==> src/rtl/lcs_pkg.sv <==
`timescale 1ns / 1ps

package lcs_pkg;

    // Pixel width and full-scale value
    localparam int PIXEL_BITS = 8;
    localparam int NUM_BITS   = 2 * PIXEL_BITS;
    localparam int CNT_BITS   = $clog2(PIXEL_BITS + 1);

    localparam logic [PIXEL_BITS-1:0] PIXEL_MAX  = {PIXEL_BITS{1'b1}};
    localparam logic [PIXEL_BITS-1:0] PIXEL_ZERO = {PIXEL_BITS{1'b0}};

    // Operation codes carried on the operation field
    localparam logic OP_MEASURE = 1'b0;
    localparam logic OP_STRETCH = 1'b1;

    typedef logic [PIXEL_BITS-1:0] pixel_t;
    typedef logic [NUM_BITS-1:0]   num_t;
    typedef logic [CNT_BITS-1:0]   cnt_t;

endpackage

==> src/rtl/lcs_div.sv <==
`timescale 1ns / 1ps

// Restoring divider, one quotient bit a cycle through one shared subtractor.
// The caller guarantees the quotient fits in PIXEL_BITS bits, i.e. the upper
// half of the dividend is below the divisor.
module lcs_div
    import lcs_pkg::*;
(
    input  logic   clk,
    input  logic   rst_n,
    input  logic   start,
    input  num_t   dividend,
    input  pixel_t divisor,
    output logic   done,
    output pixel_t quotient
);

    logic                  busy_reg, busy_next;
    logic                  done_reg, done_next;
    cnt_t                  cnt_reg, cnt_next;
    pixel_t                rem_reg, rem_next;
    pixel_t                shf_reg, shf_next;
    logic [PIXEL_BITS:0]   trial;
    logic [PIXEL_BITS:0]   diff;
    logic                  fits;

    assign trial = {rem_reg, shf_reg[PIXEL_BITS-1]};
    assign diff  = trial - {1'b0, divisor};
    assign fits  = (trial >= {1'b0, divisor});

    always_comb
    begin
        busy_next = busy_reg;
        done_next = 1'b0;
        cnt_next  = cnt_reg;
        rem_next  = rem_reg;
        shf_next  = shf_reg;
        if (start)
        begin
            busy_next = 1'b1;
            cnt_next  = CNT_BITS'(PIXEL_BITS);
            rem_next  = dividend[NUM_BITS-1:PIXEL_BITS];
            shf_next  = dividend[PIXEL_BITS-1:0];
        end
        else if (busy_reg)
        begin
            // subtract when it fits, shift the quotient bit in from the right
            rem_next = fits ? diff[PIXEL_BITS-1:0] : trial[PIXEL_BITS-1:0];
            shf_next = {shf_reg[PIXEL_BITS-2:0], fits};
            cnt_next = cnt_reg - 1'b1;
            if (cnt_reg == CNT_BITS'(1))
            begin
                busy_next = 1'b0;
                done_next = 1'b1;
            end
        end
    end

    always_ff @(posedge clk or negedge rst_n)
    begin
        if (!rst_n)
        begin
            busy_reg <= 1'b0;
            done_reg <= 1'b0;
            cnt_reg  <= '0;
        end
        else
        begin
            busy_reg <= busy_next;
            done_reg <= done_next;
            cnt_reg  <= cnt_next;
        end
    end

    always_ff @(posedge clk)
    begin
        rem_reg <= rem_next;
        shf_reg <= shf_next;
    end

    assign done     = done_reg;
    assign quotient = shf_reg;

endmodule

==> src/rtl/linear_contrast_stretch.sv <==
`timescale 1ns / 1ps

// Min/max linear contrast stretch for 8-bit pixels, two passes per frame.
// Input channel: in_valid/in_stall carry one word of operation, first, pixel.
// A measure word (operation 0) updates the running minimum and maximum; a word
// flagged first restarts both to its pixel. A stretch word (operation 1) yields
// floor((pixel - low) * 255 / (high - low)), clamped to 0 below the minimum and
// to 255 above the maximum, and 0 for a flat frame (high not above low).
// Output channel: out_valid/out_stall carry one word per input word:
// stretched (0 for a measure word), low and high after that word.
// Measure words and clamped or flat stretch words go from acceptance straight to
// S_DONE; a stretch word that divides passes through S_DIV first. One word at a
// time: in_stall stays high from acceptance until the result has moved into the
// output register. The divide is set by the restoring divider, one quotient bit
// per cycle.
// Reset clears the running minimum and maximum to 0 and empties the output register.
// While the receiver stalls, the output word holds; the next input word may be
// accepted and worked on, and its result waits until the output register frees.
module linear_contrast_stretch
    import lcs_pkg::*;
(
    input  logic   clk,
    input  logic   rst_n,
    input  logic   in_valid,
    output logic   in_stall,
    input  logic   operation,
    input  logic   first,
    input  pixel_t pixel,
    output logic   out_valid,
    input  logic   out_stall,
    output pixel_t stretched,
    output pixel_t low,
    output pixel_t high
);

    localparam logic [1:0] S_IDLE = 2'd0;
    localparam logic [1:0] S_DIV  = 2'd1;
    localparam logic [1:0] S_DONE = 2'd2;

    logic [1:0] state_reg, state_next;
    pixel_t     lowest_reg, lowest_next;
    pixel_t     highest_reg, highest_next;
    pixel_t     res_reg, res_next;
    logic       out_valid_reg, out_valid_next;
    pixel_t     out_res_reg, out_low_reg, out_high_reg;

    logic       accept;
    logic       slot_free;
    logic       div_start;
    logic       div_done;
    pixel_t     div_quo;
    pixel_t     offset;
    num_t       numer;
    logic       flat, below, above;

    assign accept    = in_valid && (state_reg == S_IDLE);
    assign slot_free = !out_valid_reg || !out_stall;

    // (pixel - low) * 255 as a shift and a subtract
    assign offset = pixel - lowest_reg;
    assign numer  = {offset, PIXEL_ZERO} - {PIXEL_ZERO, offset};

    assign flat  = (highest_reg <= lowest_reg);
    assign below = (pixel <= lowest_reg);
    assign above = (pixel >= highest_reg);

    always_comb
    begin
        state_next     = state_reg;
        lowest_next    = lowest_reg;
        highest_next   = highest_reg;
        res_next       = res_reg;
        out_valid_next = out_valid_reg;
        div_start      = 1'b0;

        // drop the output word once taken
        if (out_valid_reg && !out_stall)
            out_valid_next = 1'b0;

        case (state_reg)
            S_IDLE:
            begin
                if (accept)
                begin
                    if (operation == OP_MEASURE)
                    begin
                        res_next   = PIXEL_ZERO;
                        state_next = S_DONE;
                        if (first)
                        begin
                            lowest_next  = pixel;
                            highest_next = pixel;
                        end
                        else
                        begin
                            if (pixel > highest_reg)
                                highest_next = pixel;
                            if (pixel < lowest_reg)
                                lowest_next = pixel;
                        end
                    end
                    else if (flat || below)
                    begin
                        res_next   = PIXEL_ZERO;
                        state_next = S_DONE;
                    end
                    else if (above)
                    begin
                        res_next   = PIXEL_MAX;
                        state_next = S_DONE;
                    end
                    else
                    begin
                        // quotient stays below full scale, so it fits the divider
                        div_start  = 1'b1;
                        state_next = S_DIV;
                    end
                end
            end
            S_DIV:
            begin
                if (div_done)
                begin
                    res_next   = div_quo;
                    state_next = S_DONE;
                end
            end
            S_DONE:
            begin
                // hold the result until the output register frees
                if (slot_free)
                begin
                    out_valid_next = 1'b1;
                    state_next     = S_IDLE;
                end
            end
            default:
            begin
                state_next = S_IDLE;
            end
        endcase
    end

    lcs_div u_div (
        .clk      (clk),
        .rst_n    (rst_n),
        .start    (div_start),
        .dividend (numer),
        .divisor  (highest_reg - lowest_reg),
        .done     (div_done),
        .quotient (div_quo)
    );

    always_ff @(posedge clk or negedge rst_n)
    begin
        if (!rst_n)
        begin
            state_reg     <= S_IDLE;
            lowest_reg    <= PIXEL_ZERO;
            highest_reg   <= PIXEL_ZERO;
            out_valid_reg <= 1'b0;
        end
        else
        begin
            state_reg     <= state_next;
            lowest_reg    <= lowest_next;
            highest_reg   <= highest_next;
            out_valid_reg <= out_valid_next;
        end
    end

    // payload: load the output word when the result moves across
    always_ff @(posedge clk)
    begin
        res_reg <= res_next;
        if (state_reg == S_DONE && slot_free)
        begin
            out_res_reg  <= res_reg;
            out_low_reg  <= lowest_reg;
            out_high_reg <= highest_reg;
        end
    end

    assign in_stall  = (state_reg != S_IDLE);
    assign out_valid = out_valid_reg;
    assign stretched = out_res_reg;
    assign low       = out_low_reg;
    assign high      = out_high_reg;

endmodule

==> config.mk <==
export PLATFORM = sky130hd
export DESIGN_NAME = linear_contrast_stretch
export DESIGN_NICKNAME = d
export VERILOG_FILES = /design/src/rtl/lcs_pkg.sv /design/src/rtl/lcs_div.sv /design/src/rtl/linear_contrast_stretch.sv
export SDC_FILE = /design/constraint.sdc
export NUM_CORES = 1
export LEC_CHECK = 0
export BUFFER_PORTS_ARGS = -buffer_cell sky130_fd_sc_hd__buf_4
export CORE_MARGIN = 2
export CORE_UTILIZATION = 54
export CTS_CLUSTER_DIAMETER = 40
export CTS_CLUSTER_SIZE = 30
export DETAILED_ROUTE_END_ITERATION = 10
export HOLD_SLACK_MARGIN = 0.15
export PLACE_DENSITY = 0.74
export SYNTH_ARGS = -nofsm -noshare
export SYNTH_HDL_FRONTEND = slang
export SYNTH_SLANG_ARGS = --single-unit
export TNS_END_PERCENT = 30
==> constraint.sdc <==
create_clock -name clk -period 3.3 [get_ports clk]
set_input_delay 0.495 -clock clk [delete_from_list [all_inputs] [get_ports clk]]
set_output_delay 0.495 -clock clk [all_outputs]
set_load 0.01 [all_outputs]
# Word level (Yosys, flattened, before mapping)
# Index checks and enable logic that the tools add are counted.
# totals
inputBits,14
output_inout_bits,26
regBits,73
# op_classes
n_addsub,5
bitwise,1
n_mux,38
magnitude_cmp,6
n_eq_ne,7
reduce_logical,17
# ops
operator,n
8-bit two-way mux,14
8-bit subtractor,3
8-bit less-or-equal comparator,2
8-bit case mux with 2 select lines,1
16-bit by 8-bit subtractor with 16-bit output,1
1-bit two-way mux,14
2-bit two-way mux,6
4-bit AND reduction,3
2-bit nonzero test,5
9-bit by 8-bit >= comparator with 1-bit output,1
8-bit >= comparator,1
8-bit > comparator,1
8-bit less-than comparator,1
4-bit two-way mux,2
2-bit case mux with 3 select lines,1
4-bit by 1-bit == test with 1-bit output (second input constant),1
2-bit inequality test (second input constant),2
4-bit by 3-bit inequality test with 1-bit output (second input constant),1
4-bit by 1-bit subtractor with 4-bit output (second input constant),1
1-bit logical AND,3
3-bit AND reduction,1
2-bit by 1-bit == test with 1-bit output (second input constant),1
2-bit == test (second input constant),1
1-bit zero test,2
other kinds (4),5

# Depth between registers and ports, before layout
# depth
depth_word,7
depth_mapped,17

# Hierarchy
# Synthesis repeated with hierarchy kept, for this count alone.
# unflattened
cells_unflattened,420
area_unflattened_um2,4558.1
# by_module_without_submodules
module,area_each_um2,cells_each,instances
linear_contrast_stretch,3066.7,272,1
lcs_div,1491.4,148,1

# Least setup slack after synthesis
# No wires, ideal clock.
# synth_path
path_kind,register to register
startpoint,register lowest_reg[1]
endpoint,"register u_div.rem_reg[1], data pin"
arrival_time_ns,3.077
path_slack_ns,-0.037
required_ns,3.040
stages_incl_launch_ff,17
cell_sequence,dfrtp_1 -> inv_1 -> ha_1 -> nor2b_1 -> o21ai_0 -> nand2b_1 -> a21o_1 -> a21o_1 -> a31oi_1 -> xor2_1 -> ha_1 -> or2_2 -> o2bb2ai_1 -> and2_1 -> buf_6 -> o21ai_0 -> mux2_4
# synth_between
elab_chain_cells,7
elab_cells_between_ends,15
classes_between,4 x add/sub; 3 x order compare; 7 x mux; 1 x reduce/logical
# synth_rtl
item,line_no,rtl
start: declaration,linear_contrast_stretch.sv:41,"pixel_t lowest_reg, lowest_next;"
start signal: assignment,linear_contrast_stretch.sv:166,lowest_reg <= lowest_next;
branches (longest 6 deep; another with 8-bit subtractor),--,
8-bit two-way mux (*),lcs_div.sv:38,if (start)
net u_div.rem_next[1],lcs_div.sv:21,"pixel_t rem_reg, rem_next;"
end signal: assignment,lcs_div.sv:77,rem_reg <= rem_next;
end: declaration,lcs_div.sv:21,
# Mark *: on every way through the listed nets, which the timed path passes. The select of a mux whose other input is x is not followed.
# A chain may end at the register's enable or synchronous reset.

# Final worst setup path
# layout_path
startpoint,register lowest_reg[1]
endpoint,"register u_div.rem_reg[7], data pin"
# The elaborated chain is that of the path after synthesis.

==> flow_summary.toml <==
[run_status]
status = "finished clean"

[synthesis]
yosys.area.top_type_share_pct = 32.6
syn_inst = 399
yosys-top-cells-area = "edfxtp_1 33%, dfrtp_1 14%, ha_1 10%, a21o_1 2.9%, inv_1 2.7%"
yosys_most_used_dff = "edfxtp_1"
yosys.area.top_type = "edfxtp_1"
seq_area_frac_synth_pct = 46.8
syn_avg_cell_area_um2 = 11.1
synthesis.area_um2 = 4420
synthDistinctLibCells = 66
syn_nets = 452
synthArstFlopShare_pct = 34.2
synth_seq_cells = 73
synth_edf_count = 48
ys_warn_count = 0

[critical_path]
cp_max_fo = 4
critPathArrivalTime_ns = 3.41
required_ns = 3.48
crit_family = "compound AO/OA/AOI/OAI gates"
path_cells = "inv_2, ha_4, nor2b_1, o21ai_1, nand2b_1, buf_4, xnor2_2, ha_1, a21boi_2, or4_1, a31oi_1, mux2_2, o31ai_1"
worstSetupPathType = "flip-flop to flip-flop"
slowest_stage = "or4_1"
max_stage_delay_ns = 0.41
start_kind = "flip-flop"
critPathBufInv = 2
end_kind = "flip-flop"

[final_layout]
multi_input_area_um2 = 2250
nets = 538
regArea_um2 = 2070
drive_gt1_share_pct = 27.0
area_growth_pct = 21.8
antenna_cells = 0
fill_cells = 587
stdcell_area_um2 = 5380

[sta]
drv_slew = 0
finClkSkew_ns = 0.0110
fmax_mhz = 310
hold_viol = 0
fin_crit_ns = 3.22
fin_crit_sh_pct = 97.6
rsz0062_at_grt = "true"
worstMarginPinSlew_ns = 0.714
relSlewSlack_pct = 52.3
setup_violations = 0

[clocking]
clk_path_buf_depth = 2
clkSinkCount = 73
clk_transition_reported_paths_ns = 0.08
cts_max_level = 3
cts_buffers = 9
cts_root_buf = "clkbuf_8"
cts_tree = "built"
clk_latency_ns = 0.35

[floorplan]
dieArea_um2 = 8920
rows = 32
die_x_um = 94.4
die_y_um = 94.4
core_um2 = 7810
boundaryPins = 40
initial_core_util_pct = 56.6

[global_route]
gr-total-overflow = 0
grt_pass1_wl_um = 16600
antenna_found_initial = 0
grtUsageTotal_pct = 24.7
grt_max_degree = 26
grt_pass1_vias = 3329

[place]
gp_congestion = 0.886
io_buffers = 39
dpl.hpwl_um = 7640
placed_area_um2 = 5110

[job]
maxCapViolations = 0

[routing]
wire_per_inst_um = 17.2
first_pass_iters = 5
vias = 3368
vias_per_cell = 5.70
wl_um = 10100
drt-initial-drc-count = 120
postRouteAntennaNets = 0
drc = 0

[hold_path]
hp-class = "primary input to flip-flop"
layout make-up:
type	instances	share of cell area (%)
Multi-Input combinational cell	285	41.9
Sequential cell	73	38.4
Timing Repair Buffer	84	12.2
Clock buffer	11	2.44
Tap cell	102	2.37
Inverter	32	2.23
Clock inverter	4	0.419
stage by stage:
stage	hold slack (ns)	instances	worst slack [ns]	TNS, ns	utilization [%]
CTS	0.375	589	0.00475	0	68.2
floorplan	0.199	399	0.0184	0	-
global placement	0.402	572	-0.123	-0.525	65.5
detailed placement	0.408	572	-0.208	-1.49	65.5
finish	0.378	591	0.0780	0	68.9
global route	0.387	591	-0.0316	-0.0806	68.9
routing by layer:
layer / track usage (%) / vias up / wire (um) / share of wire (%)
li1: - / 1630 / - / -
met1: 33.8 / 1638 / 4630 / 46
met2: 39.7 / 86 / 4910 / 48
met3: 4.31 / 14 / 447 / 4.4
met4: 9.06 / 0 / 154 / 1.5
met5: 0 / - / 0 / 0
timing repair:
action	CTS	global route
setup buffers	1	2
endpoints found under the setup margin	24	29
resized for setup	9	9
pin swaps	7	11
hold buffers	1	0
hold endpoints to repair	25	0
worst min-delay path, delay by kind of cell:
kind            cells  cell delay, ns
compound gates      1            0.06
buf+inv             1            0.10
simple gates        1            0.04
cells by family (layout without fill, tap and decap cells):
group / Yosys count / in the layout / share of synthesized area (%)
adders and majority gates: 39 / 39 / 11.6
muxes: 20 / 20 / 5.01
buffers and inverters: 41 / 131 / 3.99
DFF: 73 / 73 / 46.8
AOI/OAI and AO/OA: 96 / 96 / 15.2
xor gates and xnor gates: 21 / 21 / 4.33
and+or+nand+nor: 109 / 109 / 13.1
final timing paths:
check	endpoint	from	slack, ns	cells after the start
max in group asynchronous	highest_reg[5]	rst_n	2.44	2
hold reg to reg	stretched[2]	res_reg[2]	0.42	0
setup / recovery	u_div.rem_reg[7]	lowest_reg[1]	0.08	13
min in group asynchronous	u_div.cnt_reg[0]	rst_n	0.59	2
hold / removal	lowest_reg[2]	pixel[2]	0.38	3
setup reg to reg	u_div.rem_reg[7]	lowest_reg[1]	0.08	13
layout by cell type (no fill, tap or decap), types with 5 or more instances in the layout:
cell type and count:
a21o_1 17, a21oi_1 17, buf_4 81, clkbuf_8 9, dfrtp_1 25, edfxtp_1 48, ha_1 34, inv_1 31
mux2_2 9, mux2i_1 6, nand2_1 27, nand3_1 10, nand4_1 9, nor2_1 26, nor2b_1 6, o21ai_0 17
o21ai_1 5, xnor2_1 11, xor2_1 7
synthesized netlist by cell type, types with 3 or more instances:
master    instances
edfxtp_1         48
ha_1             36
inv_1            32
nor2_1           28
nand2_1          27
dfrtp_1          25
o21ai_0          20
a21oi_1          19
a21o_1           17
xnor2_1          12
nand3_1          10
mux2_2            9
nand4_1           9
xor2_1            8
mux2i_1           6
nor2b_1           6
nand2b_1          5
a31oi_1           4
mux2_1            4
o21a_1            4
a211o_1           3
a211oi_1          3
and2_1            3
buf_2             3
clkbuf_1          3
fa_1              3
nand3b_1          3
nor3_1            3
o21ai_1           3
Power is not shown: default switching activity piles up to over one toggle a cycle in this logic, so the estimate is an artifact.
